## config.mk

```make
export PLATFORM = sky130hd
export DESIGN_NAME = ascii_hex_frame_receiver_core
export DESIGN_NICKNAME = d
export VERILOG_FILES = /design/src/rtl/ahfr_pkg.sv /design/src/rtl/ascii_hex_frame_receiver_core.sv /design/src/rtl/ahfr_csr.sv /design/src/rtl/ahfr_parser.sv /design/src/rtl/ahfr_skid.sv
export SDC_FILE = /design/constraint.sdc
export NUM_CORES = 1
export LEC_CHECK = 0
export BUFFER_PORTS_ARGS = -buffer_cell sky130_fd_sc_hd__buf_2
export CORE_ASPECT_RATIO = 0.6
export CORE_MARGIN = 2
export CORE_UTILIZATION = 30
export DETAILED_ROUTE_END_ITERATION = 8
export PLACE_DENSITY = 0.53
export SYNTH_ARGS = -nofsm -noshare
export SYNTH_HDL_FRONTEND = slang
export SYNTH_HIERARCHICAL = 1
export SYNTH_SLANG_ARGS = --single-unit
```

## constraint.sdc

```tcl
create_clock -name clock -period 8.8 [get_ports clock]
set_input_delay 1.76 -clock clock [delete_from_list [all_inputs] [get_ports clock]]
set_output_delay 1.76 -clock clock [all_outputs]
set_load 0.01 [all_outputs]
```

## src/rtl/ahfr_pkg.sv

```systemverilog
package ahfr_pkg;

   localparam logic [7:0] CHAR_S  = 8'h53;
   localparam logic [7:0] CHAR_T  = 8'h54;
   localparam logic [7:0] CHAR_K  = 8'h4B;
   localparam logic [7:0] CHAR_X  = 8'h58;
   localparam logic [7:0] CHAR_Q  = 8'h71;
   localparam logic [7:0] CHAR_0  = 8'h30;
   localparam logic [7:0] CHAR_9  = 8'h39;
   localparam logic [7:0] CHAR_UA = 8'h41;
   localparam logic [7:0] CHAR_UF = 8'h46;
   localparam logic [7:0] CHAR_LA = 8'h61;
   localparam logic [7:0] CHAR_LF = 8'h66;
   localparam logic [7:0] CHAR_NONE = 8'h00;

   localparam logic [31:0] PROG_START_RESET = 32'h0000_1000;
   localparam logic [31:0] PROG_END_RESET   = 32'h0004_0000;

   localparam int ADDR_NIBBLES = 8;

   typedef enum logic [0:0] {
      REG_PROG_START = 1'b0,
      REG_PROG_END   = 1'b1
   } reg_idx_type;

   typedef enum logic [2:0] {
      EV_NONE  = 3'd0,
      EV_START = 3'd1,
      EV_ADDR  = 3'd2,
      EV_DATA  = 3'd3,
      EV_OK    = 3'd4,
      EV_ERR   = 3'd5,
      EV_BOOT  = 3'd6
   } ev_type;

   typedef enum logic [3:0] {
      PH_IDLE = 4'b0001,
      PH_ADDR = 4'b0010,
      PH_HI   = 4'b0100,
      PH_LO   = 4'b1000
   } phase_type;

   typedef struct packed {
      logic [31:0] prog_start;
      logic [31:0] prog_end;
   } cfg_type;

   typedef struct packed {
      ev_type      event_res;
      logic [7:0]  reply_byte;
      logic [7:0]  data_byte;
      logic [9:0]  byte_index;
      logic [31:0] block_address;
      logic [10:0] block_length;
      logic        range_ok;
   } rsp_type;

endpackage

```

## src/rtl/ascii_hex_frame_receiver_core.sv

```systemverilog
// channel   direction  handshake            payload
// req_      in         req_valid/req_stall  req_rx_byte
// rsp_      out        rsp_valid/rsp_stall  event, reply, data, index, address, length, range
// csr_      in         APB write/read       prog_start at 0x0, prog_end at 0x4
//
// One word is accepted per cycle while req_stall is low; its result is registered in the
// output register, or in the skid entry while that is held. The parse step is a single
// pass of decode logic on the frame state. Reset is synchronous; it idles the parser and
// empties the output stage. A two-entry output buffer keeps input flowing while one result
// waits; req_stall rises only when both entries hold words.
module ascii_hex_frame_receiver_core #(
   parameter int MAX_BYTES = 1024
) (
   input  logic        clock,
   input  logic        reset,
   input  logic        req_valid,
   output logic        req_stall,
   input  logic [7:0]  req_rx_byte,
   output logic        rsp_valid,
   input  logic        rsp_stall,
   output logic [2:0]  rsp_event_res,
   output logic [7:0]  rsp_reply_byte,
   output logic [7:0]  rsp_data_byte,
   output logic [9:0]  rsp_byte_index,
   output logic [31:0] rsp_block_address,
   output logic [10:0] rsp_block_length,
   output logic        rsp_range_ok,
   input  logic        psel,
   input  logic        penable,
   input  logic        pwrite,
   input  logic [2:0]  paddr,
   input  logic [31:0] pwdata,
   output logic [31:0] prdata,
   output logic        pready
);

   ahfr_pkg::cfg_type cfg;
   ahfr_pkg::rsp_type step_res;
   ahfr_pkg::rsp_type out_res;
   logic              accept;

   assign accept = req_valid && !req_stall;

   ahfr_csr u_csr (
      .clock       (clock),
      .reset       (reset),
      .csr_psel    (psel),
      .csr_penable (penable),
      .csr_pwrite  (pwrite),
      .csr_paddr   (paddr),
      .csr_pwdata  (pwdata),
      .csr_prdata  (prdata),
      .csr_pready  (pready),
      .cfg         (cfg)
   );

   ahfr_parser #(
      .MAX_BYTES (MAX_BYTES)
   ) u_parser (
      .clock   (clock),
      .reset   (reset),
      .accept  (accept),
      .rx_byte (req_rx_byte),
      .cfg     (cfg),
      .res     (step_res)
   );

   ahfr_skid u_skid (
      .clock     (clock),
      .reset     (reset),
      .in_valid  (accept),
      .in_data   (step_res),
      .full      (req_stall),
      .out_valid (rsp_valid),
      .out_stall (rsp_stall),
      .out_data  (out_res)
   );

   assign rsp_event_res     = out_res.event_res;
   assign rsp_reply_byte    = out_res.reply_byte;
   assign rsp_data_byte     = out_res.data_byte;
   assign rsp_byte_index    = out_res.byte_index;
   assign rsp_block_address = out_res.block_address;
   assign rsp_block_length  = out_res.block_length;
   assign rsp_range_ok      = out_res.range_ok;

endmodule

```

## src/rtl/ahfr_csr.sv

```systemverilog
module ahfr_csr (
   input  logic                 clock,
   input  logic                 reset,
   input  logic                 csr_psel,
   input  logic                 csr_penable,
   input  logic                 csr_pwrite,
   input  logic [2:0]           csr_paddr,
   input  logic [31:0]          csr_pwdata,
   output logic [31:0]          csr_prdata,
   output logic                 csr_pready,
   output ahfr_pkg::cfg_type    cfg
);

   logic [31:0] prog_start_ff, prog_start_in;
   logic [31:0] prog_end_ff, prog_end_in;
   logic        wr_en;
   ahfr_pkg::reg_idx_type idx;

   assign csr_pready = 1'b1;
   assign wr_en = csr_psel && csr_penable && csr_pwrite;
   assign idx = ahfr_pkg::reg_idx_type'(csr_paddr[2]);

   always_comb begin
      prog_start_in = prog_start_ff;
      prog_end_in   = prog_end_ff;
      if (wr_en) begin
         unique case (idx)
            ahfr_pkg::REG_PROG_START: prog_start_in = csr_pwdata;
            ahfr_pkg::REG_PROG_END:   prog_end_in   = csr_pwdata;
            default: ;
         endcase
      end
   end

   always_comb begin
      unique case (idx)
         ahfr_pkg::REG_PROG_START: csr_prdata = prog_start_ff;
         ahfr_pkg::REG_PROG_END:   csr_prdata = prog_end_ff;
         default:                  csr_prdata = '0;
      endcase
   end

   always_ff @(posedge clock) begin
      if (reset) begin
         prog_start_ff <= ahfr_pkg::PROG_START_RESET;
         prog_end_ff   <= ahfr_pkg::PROG_END_RESET;
      end else begin
         prog_start_ff <= prog_start_in;
         prog_end_ff   <= prog_end_in;
      end
   end

   assign cfg.prog_start = prog_start_ff;
   assign cfg.prog_end   = prog_end_ff;

endmodule

```

## src/rtl/ahfr_parser.sv

```systemverilog
module ahfr_parser #(
   parameter int MAX_BYTES = 1024
) (
   input  logic                 clock,
   input  logic                 reset,
   input  logic                 accept,
   input  logic [7:0]           rx_byte,
   input  ahfr_pkg::cfg_type    cfg,
   output ahfr_pkg::rsp_type    res
);

   localparam int CNT_W = $clog2(MAX_BYTES + 1);
   localparam int NIB_W = $clog2(ahfr_pkg::ADDR_NIBBLES);

   ahfr_pkg::phase_type phase_ff, phase_in;
   logic [NIB_W-1:0] nib_ff, nib_in;
   logic [31:0]      addr_ff, addr_in;
   logic [3:0]       hi_ff, hi_in;
   logic [CNT_W-1:0] cnt_ff, cnt_in;

   logic [3:0]  nib_val;
   logic [31:0] cnt32;
   logic [31:0] last_addr;
   logic        first_in, last_in;

   function automatic logic [3:0] hex_value(input logic [7:0] c);
      logic [7:0] d;
      begin
         d = 8'h00;
         if (c >= ahfr_pkg::CHAR_0 && c <= ahfr_pkg::CHAR_9) begin
            d = c - ahfr_pkg::CHAR_0;
         end else if (c >= ahfr_pkg::CHAR_LA && c <= ahfr_pkg::CHAR_LF) begin
            d = c - ahfr_pkg::CHAR_LA + 8'd10;
         end else if (c >= ahfr_pkg::CHAR_UA && c <= ahfr_pkg::CHAR_UF) begin
            d = c - ahfr_pkg::CHAR_UA + 8'd10;
         end
         hex_value = d[3:0];
      end
   endfunction

   assign nib_val   = hex_value(rx_byte);
   assign cnt32     = 32'(cnt_ff);
   assign last_addr = addr_ff + cnt32 - 32'd1;
   assign first_in  = (addr_ff >= cfg.prog_start) && (addr_ff < cfg.prog_end);
   assign last_in   = (last_addr >= cfg.prog_start) && (last_addr < cfg.prog_end);

   always_comb begin
      phase_in = phase_ff;
      nib_in   = nib_ff;
      addr_in  = addr_ff;
      hi_in    = hi_ff;
      cnt_in   = cnt_ff;
      res      = '0;
      res.event_res = ahfr_pkg::EV_NONE;
      if (accept) begin
         unique case (phase_ff)
            ahfr_pkg::PH_ADDR: begin
               if (rx_byte == ahfr_pkg::CHAR_T) begin
                  phase_in       = ahfr_pkg::PH_IDLE;
                  res.event_res  = ahfr_pkg::EV_ERR;
                  res.reply_byte = ahfr_pkg::CHAR_X;
               end else begin
                  addr_in = {addr_ff[27:0], nib_val};
                  nib_in  = nib_ff + 1'b1;
                  if (nib_ff == NIB_W'(ahfr_pkg::ADDR_NIBBLES - 1)) begin
                     phase_in          = ahfr_pkg::PH_HI;
                     res.event_res     = ahfr_pkg::EV_ADDR;
                     res.block_address = {addr_ff[27:0], nib_val};
                  end
               end
            end
            ahfr_pkg::PH_HI: begin
               if (rx_byte == ahfr_pkg::CHAR_T) begin
                  phase_in          = ahfr_pkg::PH_IDLE;
                  res.event_res     = ahfr_pkg::EV_OK;
                  res.reply_byte    = ahfr_pkg::CHAR_K;
                  res.block_address = addr_ff;
                  res.block_length  = cnt32[10:0];
                  res.range_ok      = first_in && last_in;
               end else begin
                  hi_in    = nib_val;
                  phase_in = ahfr_pkg::PH_LO;
               end
            end
            ahfr_pkg::PH_LO: begin
               if (rx_byte == ahfr_pkg::CHAR_T || cnt_ff >= CNT_W'(MAX_BYTES)) begin
                  phase_in       = ahfr_pkg::PH_IDLE;
                  res.event_res  = ahfr_pkg::EV_ERR;
                  res.reply_byte = ahfr_pkg::CHAR_X;
               end else begin
                  res.event_res  = ahfr_pkg::EV_DATA;
                  res.data_byte  = {hi_ff, nib_val};
                  res.byte_index = cnt32[9:0];
                  cnt_in         = cnt_ff + 1'b1;
                  phase_in       = ahfr_pkg::PH_HI;
               end
            end
            default: begin
               // idle: clear the frame counters, look for start or boot
               nib_in  = '0;
               addr_in = '0;
               cnt_in  = '0;
               hi_in   = '0;
               if (rx_byte == ahfr_pkg::CHAR_S) begin
                  phase_in      = ahfr_pkg::PH_ADDR;
                  res.event_res = ahfr_pkg::EV_START;
               end else if (rx_byte == ahfr_pkg::CHAR_Q) begin
                  res.event_res = ahfr_pkg::EV_BOOT;
               end
            end
         endcase
      end
   end

   always_ff @(posedge clock) begin
      if (reset) begin
         phase_ff <= ahfr_pkg::PH_IDLE;
         nib_ff   <= '0;
         cnt_ff   <= '0;
      end else begin
         phase_ff <= phase_in;
         nib_ff   <= nib_in;
         cnt_ff   <= cnt_in;
      end
   end

   always_ff @(posedge clock) begin
      addr_ff <= addr_in;
      hi_ff   <= hi_in;
   end

endmodule

```

## src/rtl/ahfr_skid.sv

```systemverilog
module ahfr_skid (
   input  logic                 clock,
   input  logic                 reset,
   input  logic                 in_valid,
   input  ahfr_pkg::rsp_type    in_data,
   output logic                 full,
   output logic                 out_valid,
   input  logic                 out_stall,
   output ahfr_pkg::rsp_type    out_data
);

   logic              out_vld_ff, out_vld_in;
   logic              skid_vld_ff, skid_vld_in;
   ahfr_pkg::rsp_type out_ff, out_in;
   ahfr_pkg::rsp_type skid_ff, skid_in;
   logic              take;

   assign take = out_vld_ff && !out_stall;

   always_comb begin
      out_vld_in  = out_vld_ff;
      skid_vld_in = skid_vld_ff;
      out_in      = out_ff;
      skid_in     = skid_ff;
      if (take) begin
         out_vld_in = 1'b0;
      end
      if (skid_vld_ff) begin
         // advance the parked word once the output drains
         if (take) begin
            out_in      = skid_ff;
            out_vld_in  = 1'b1;
            skid_vld_in = 1'b0;
         end
      end else if (in_valid) begin
         if (!out_vld_ff || take) begin
            out_in     = in_data;
            out_vld_in = 1'b1;
         end else begin
            skid_in     = in_data;
            skid_vld_in = 1'b1;
         end
      end
   end

   always_ff @(posedge clock) begin
      if (reset) begin
         out_vld_ff  <= 1'b0;
         skid_vld_ff <= 1'b0;
      end else begin
         out_vld_ff  <= out_vld_in;
         skid_vld_ff <= skid_vld_in;
      end
   end

   always_ff @(posedge clock) begin
      out_ff  <= out_in;
      skid_ff <= skid_in;
   end

   assign full      = skid_vld_ff;
   assign out_valid = out_vld_ff;
   assign out_data  = out_ff;

endmodule

```

==> reports/qor.csv <==
stage;metric;value;unit
global_routing;grt_pass1_wl;66100;um
worst_setup_path;critPathKind;reg -> reg;
worst_setup_path;r2r_end;u_skid/out_data[0];
sta;holdWs;0.487;ns
sta;min_period_over_period;72.1;%
global_routing;antenna_found_initial;2;
synth;synth_edf_count;182;
cts;cts_buffers;29;
synth;yosysWarnings;6;
sta;finalMaxSlewViolations;0;
cells_and_area;nets;1867;
power_and_ir_drop;p_leak;7.45;nW
power_and_ir_drop;power;0.00326;W
floorplan;die_area;55800;sq um
worst_setup_path;required;9.23;ns
cts;root_buffer;clkbuf_16;
cts;cts_setup_buffers;0;
synth;yosysMostFrequentCell;edfxtp_1;
synth;netlist.area_leader.share;33.8;%
worst_setup_path;start_kind;flip-flop;
synth;synthTopCellsByArea;edfxtp_1 34%, ha_1 13%, dfxtp_1 10%;
floorplan;floorplan.initialDensity;30.6;%
detailed_routing;highest_layer;met5;
global_routing;gr-total-overflow;0;
sta;relSlewSlack;20.8;%
synth;yosysSeqAreaShare;44.2;%
cts;cts-hold-fix-buffers;0;
hold_path;whs_path_depth;2;
cells_and_area;n_fill_cell;5335;
floorplan;core_area;52900;sq um
synth;syn_avg_cell_area;10.7;sq um
cells_and_area;seq_area;7150;sq um
sta;clock.fmax;0.158;GHz
place;placedCellCount;2315;
synth;ys_ff_latch;266;
floorplan;io-pin-count;158;
worst_setup_path;r2r-start;u_parser/addr_ff[1];
cells_and_area;drive_above_1_share;19.9;%
synth;syn_inst;1504;
detailed_routing;drt-met1-wl;21200;um
sta;finalSetupTns;0;ns
hold_path;min_from;u_parser/phase_ff[3];
cells_and_area;diodes;0;
global_routing;grtUsageTotal;14.9;%
worst_setup_path;r2r_slack;2.45;ns
synth;synth-async-reset-ratio;0;%
detailed_routing;first_pass_iters;6;
worst_setup_path;crit_fanout;5;
run_status;outcome;completed;
sta;min_period;6.35;ns
place;hpwl;31200;um
cells_and_area;multi_input_area;8180;sq um
floorplan;die_w;304;um
sta;setup-violations-final;0;
sta;finalHoldViolCount;0;
cells_and_area;final_area;18600;sq um
synth;ys.flop_type;edfxtp_1;
floorplan;num_rows;65;
cts;cts_tree;yes;
cells_and_area;syn2layout_area_growth;15.1;%
cells_and_area;final-instance-count-excl-fill;2369;
detailed_routing;wl_per_cell;17.8;um
sta;rsz0062_at_grt;no;
cts;cts.sinks;266;
cts;clkSlewWorstSetupHoldPaths;0.07;ns
job;cap_violations;0;
detailed_routing;vias_per_cell;4.89;
detailed_routing;route.met3.wl;1890;um
synth;synth_common_cells;182 x edfxtp_1, 173 x ha_1, 145 x nor2_1;
detailed_routing;drc_errors;0;
floorplan;die_y;184;um
cts;worstSkewPairLatency;0.59;ns
power_and_ir_drop;p_per_area;175;nW/um^2
worst_setup_path;ff2ff_path_depth;24;
cts;postCtsResizedCells;0;
worst_setup_path;worstPathArrival;6.78;ns
detailed_routing;vias;11582;
detailed_routing;initialDrtViolationCount;858;
global_routing;grt_max_degree;111;
global_routing;grt_pass1_vias;11565;
sta;fin_worst_skew;0.0296;ns
hold_path;hold_class;reg -> reg;
detailed_routing;ant_nets;0;
worst_setup_path;end_kind;flip-flop;
hold_path;hold_end;u_parser/phase_ff[3];
place;dpl_cell_area;17600;sq um
place;numPortBuffers;154;
place;gp_congestion;0.895;
synth;netlist_area;16200;sq um
detailed_routing;finalWirelength;42100;um
synth;netlist.top_cell.by_area;edfxtp_1;
cts;clock_path_buffers;3;
sta;worst_slew_pin_slew;1.19;ns
detailed_routing;wl_met2;18300;um
synth;ys_types;70;
power_and_ir_drop;ir_worst_vdd;0.137;mV
cts;htree_levels;1;
layout by cell type (no fill, tap or decap), types with 38 or more instances in the layout:
cell type	count
edfxtp_1	182
nor2_1	144
nand2b_1	101
o21ai_0	38
mux2i_1	66
inv_1	140
buf_2	154
ha_1	173
a21oi_1	77
dfxtp_1	83
mux2_2	78
nand2_1	38
cells by family (layout without fill, tap and decap cells):
kind of cell,after synthesis,in the layout,synth area share (%)
buffers and inverters,198,358,5.30
adders and majority gates,174,174,13.5
DFF,266,266,44.2
and+or+nand+nor,411,411,13.2
xor gates and xnor gates,31,31,1.68
muxes,171,171,12.0
AOI/OAI and AO/OA,251,251,10.0
other,2,4,0.0465
critical path, stage by stage (launching register included):
cell and delay, ns:
edfxtp_1 0.47, inv_1 0.10, ha_1 0.29, inv_1 0.05
ha_1 0.15, inv_1 0.06, fa_1 0.39, nor2b_1 0.17
o31a_1 0.22, o311a_1 0.32, o2bb2ai_1 0.25, a31oi_1 0.23
or2_1 0.31, o221ai_1 0.25, xnor2_1 0.21, ha_1 0.30
nand4_1 0.19, nor4_1 0.13, nand2_1 0.08, o2111ai_1 0.28
nor4_1 0.45, o2111ai_1 0.21, a311o_1 0.36, a2111oi_2 0.48
mux2_2 0.24
state kept, by name (all words and copies together), names as in the netlist, 3 cells and up:
register	cells
u_csr/prog_end_ff	32
u_csr/prog_start_ff	32
u_parser/addr_ff	32
u_parser/cnt_ff	11
u_parser/hi_ff	4
u_parser/nib_ff	3
u_parser/phase_ff	4
u_skid/out_data	73
u_skid/skid_ff	73
where the power goes:
group	switching [W]	total, W	internal [W]	leakage, nW
Clock	0.000552	0.00131	0.000761	0.491
Combinational	0.000295	0.000508	0.000213	4.52
Sequential	0.0000413	0.00143	0.00139	2.44
worst max path at each step:
stage | startpoint | to | slack, ns
after global routing | u_parser/addr_ff[1] | u_skid/out_data[0] | 1.95
after detailed placement | u_parser/addr_ff[1] | u_skid/out_data[0] | 2.59
after global placement | u_parser/cnt_ff[1] | u_skid/out_data[0] | 2.57
final | u_parser/addr_ff[1] | u_skid/out_data[0] | 2.45
after floorplan | req_valid | u_skid/out_data[0] | 0.81
after CTS | u_parser/addr_ff[1] | u_skid/out_data[0] | 2.50
per-stage QoR:
| stage | utilization, % | setup WS (ns) |
|---|---|---|
| 4_1_cts | 35.2 | 2.50 |
| 3_3_place_gp | 33.3 | 2.57 |
| 3_5_place_dp | 33.3 | 2.59 |
| 5_1_grt | 35.2 | 1.95 |
| 2_1_floorplan | - | 0.808 |
| 6_report | 35.2 | 2.45 |
routing by layer:
| layer | up-vias | track usage, % |
|---|---|---|
| li1 | 5693 | - |
| met1 | 5633 | 21.5 |
| met2 | 206 | 23.3 |
| met3 | 46 | 2.89 |
| met4 | 4 | 2.77 |
| met5 | - | 0 |
layout make-up:
type / instances / area share, %
Inverter: 140 / 2.83
Sequential cell: 266 / 38.4
Clock inverter: 23 / 1.52
Timing Repair Buffer: 164 / 4.55
Clock buffer: 31 / 3.94
Multi-Input combinational cell: 1042 / 44.0
Tap cell: 703 / 4.73
No activity file was read; power rests on OpenSTA's default activity.
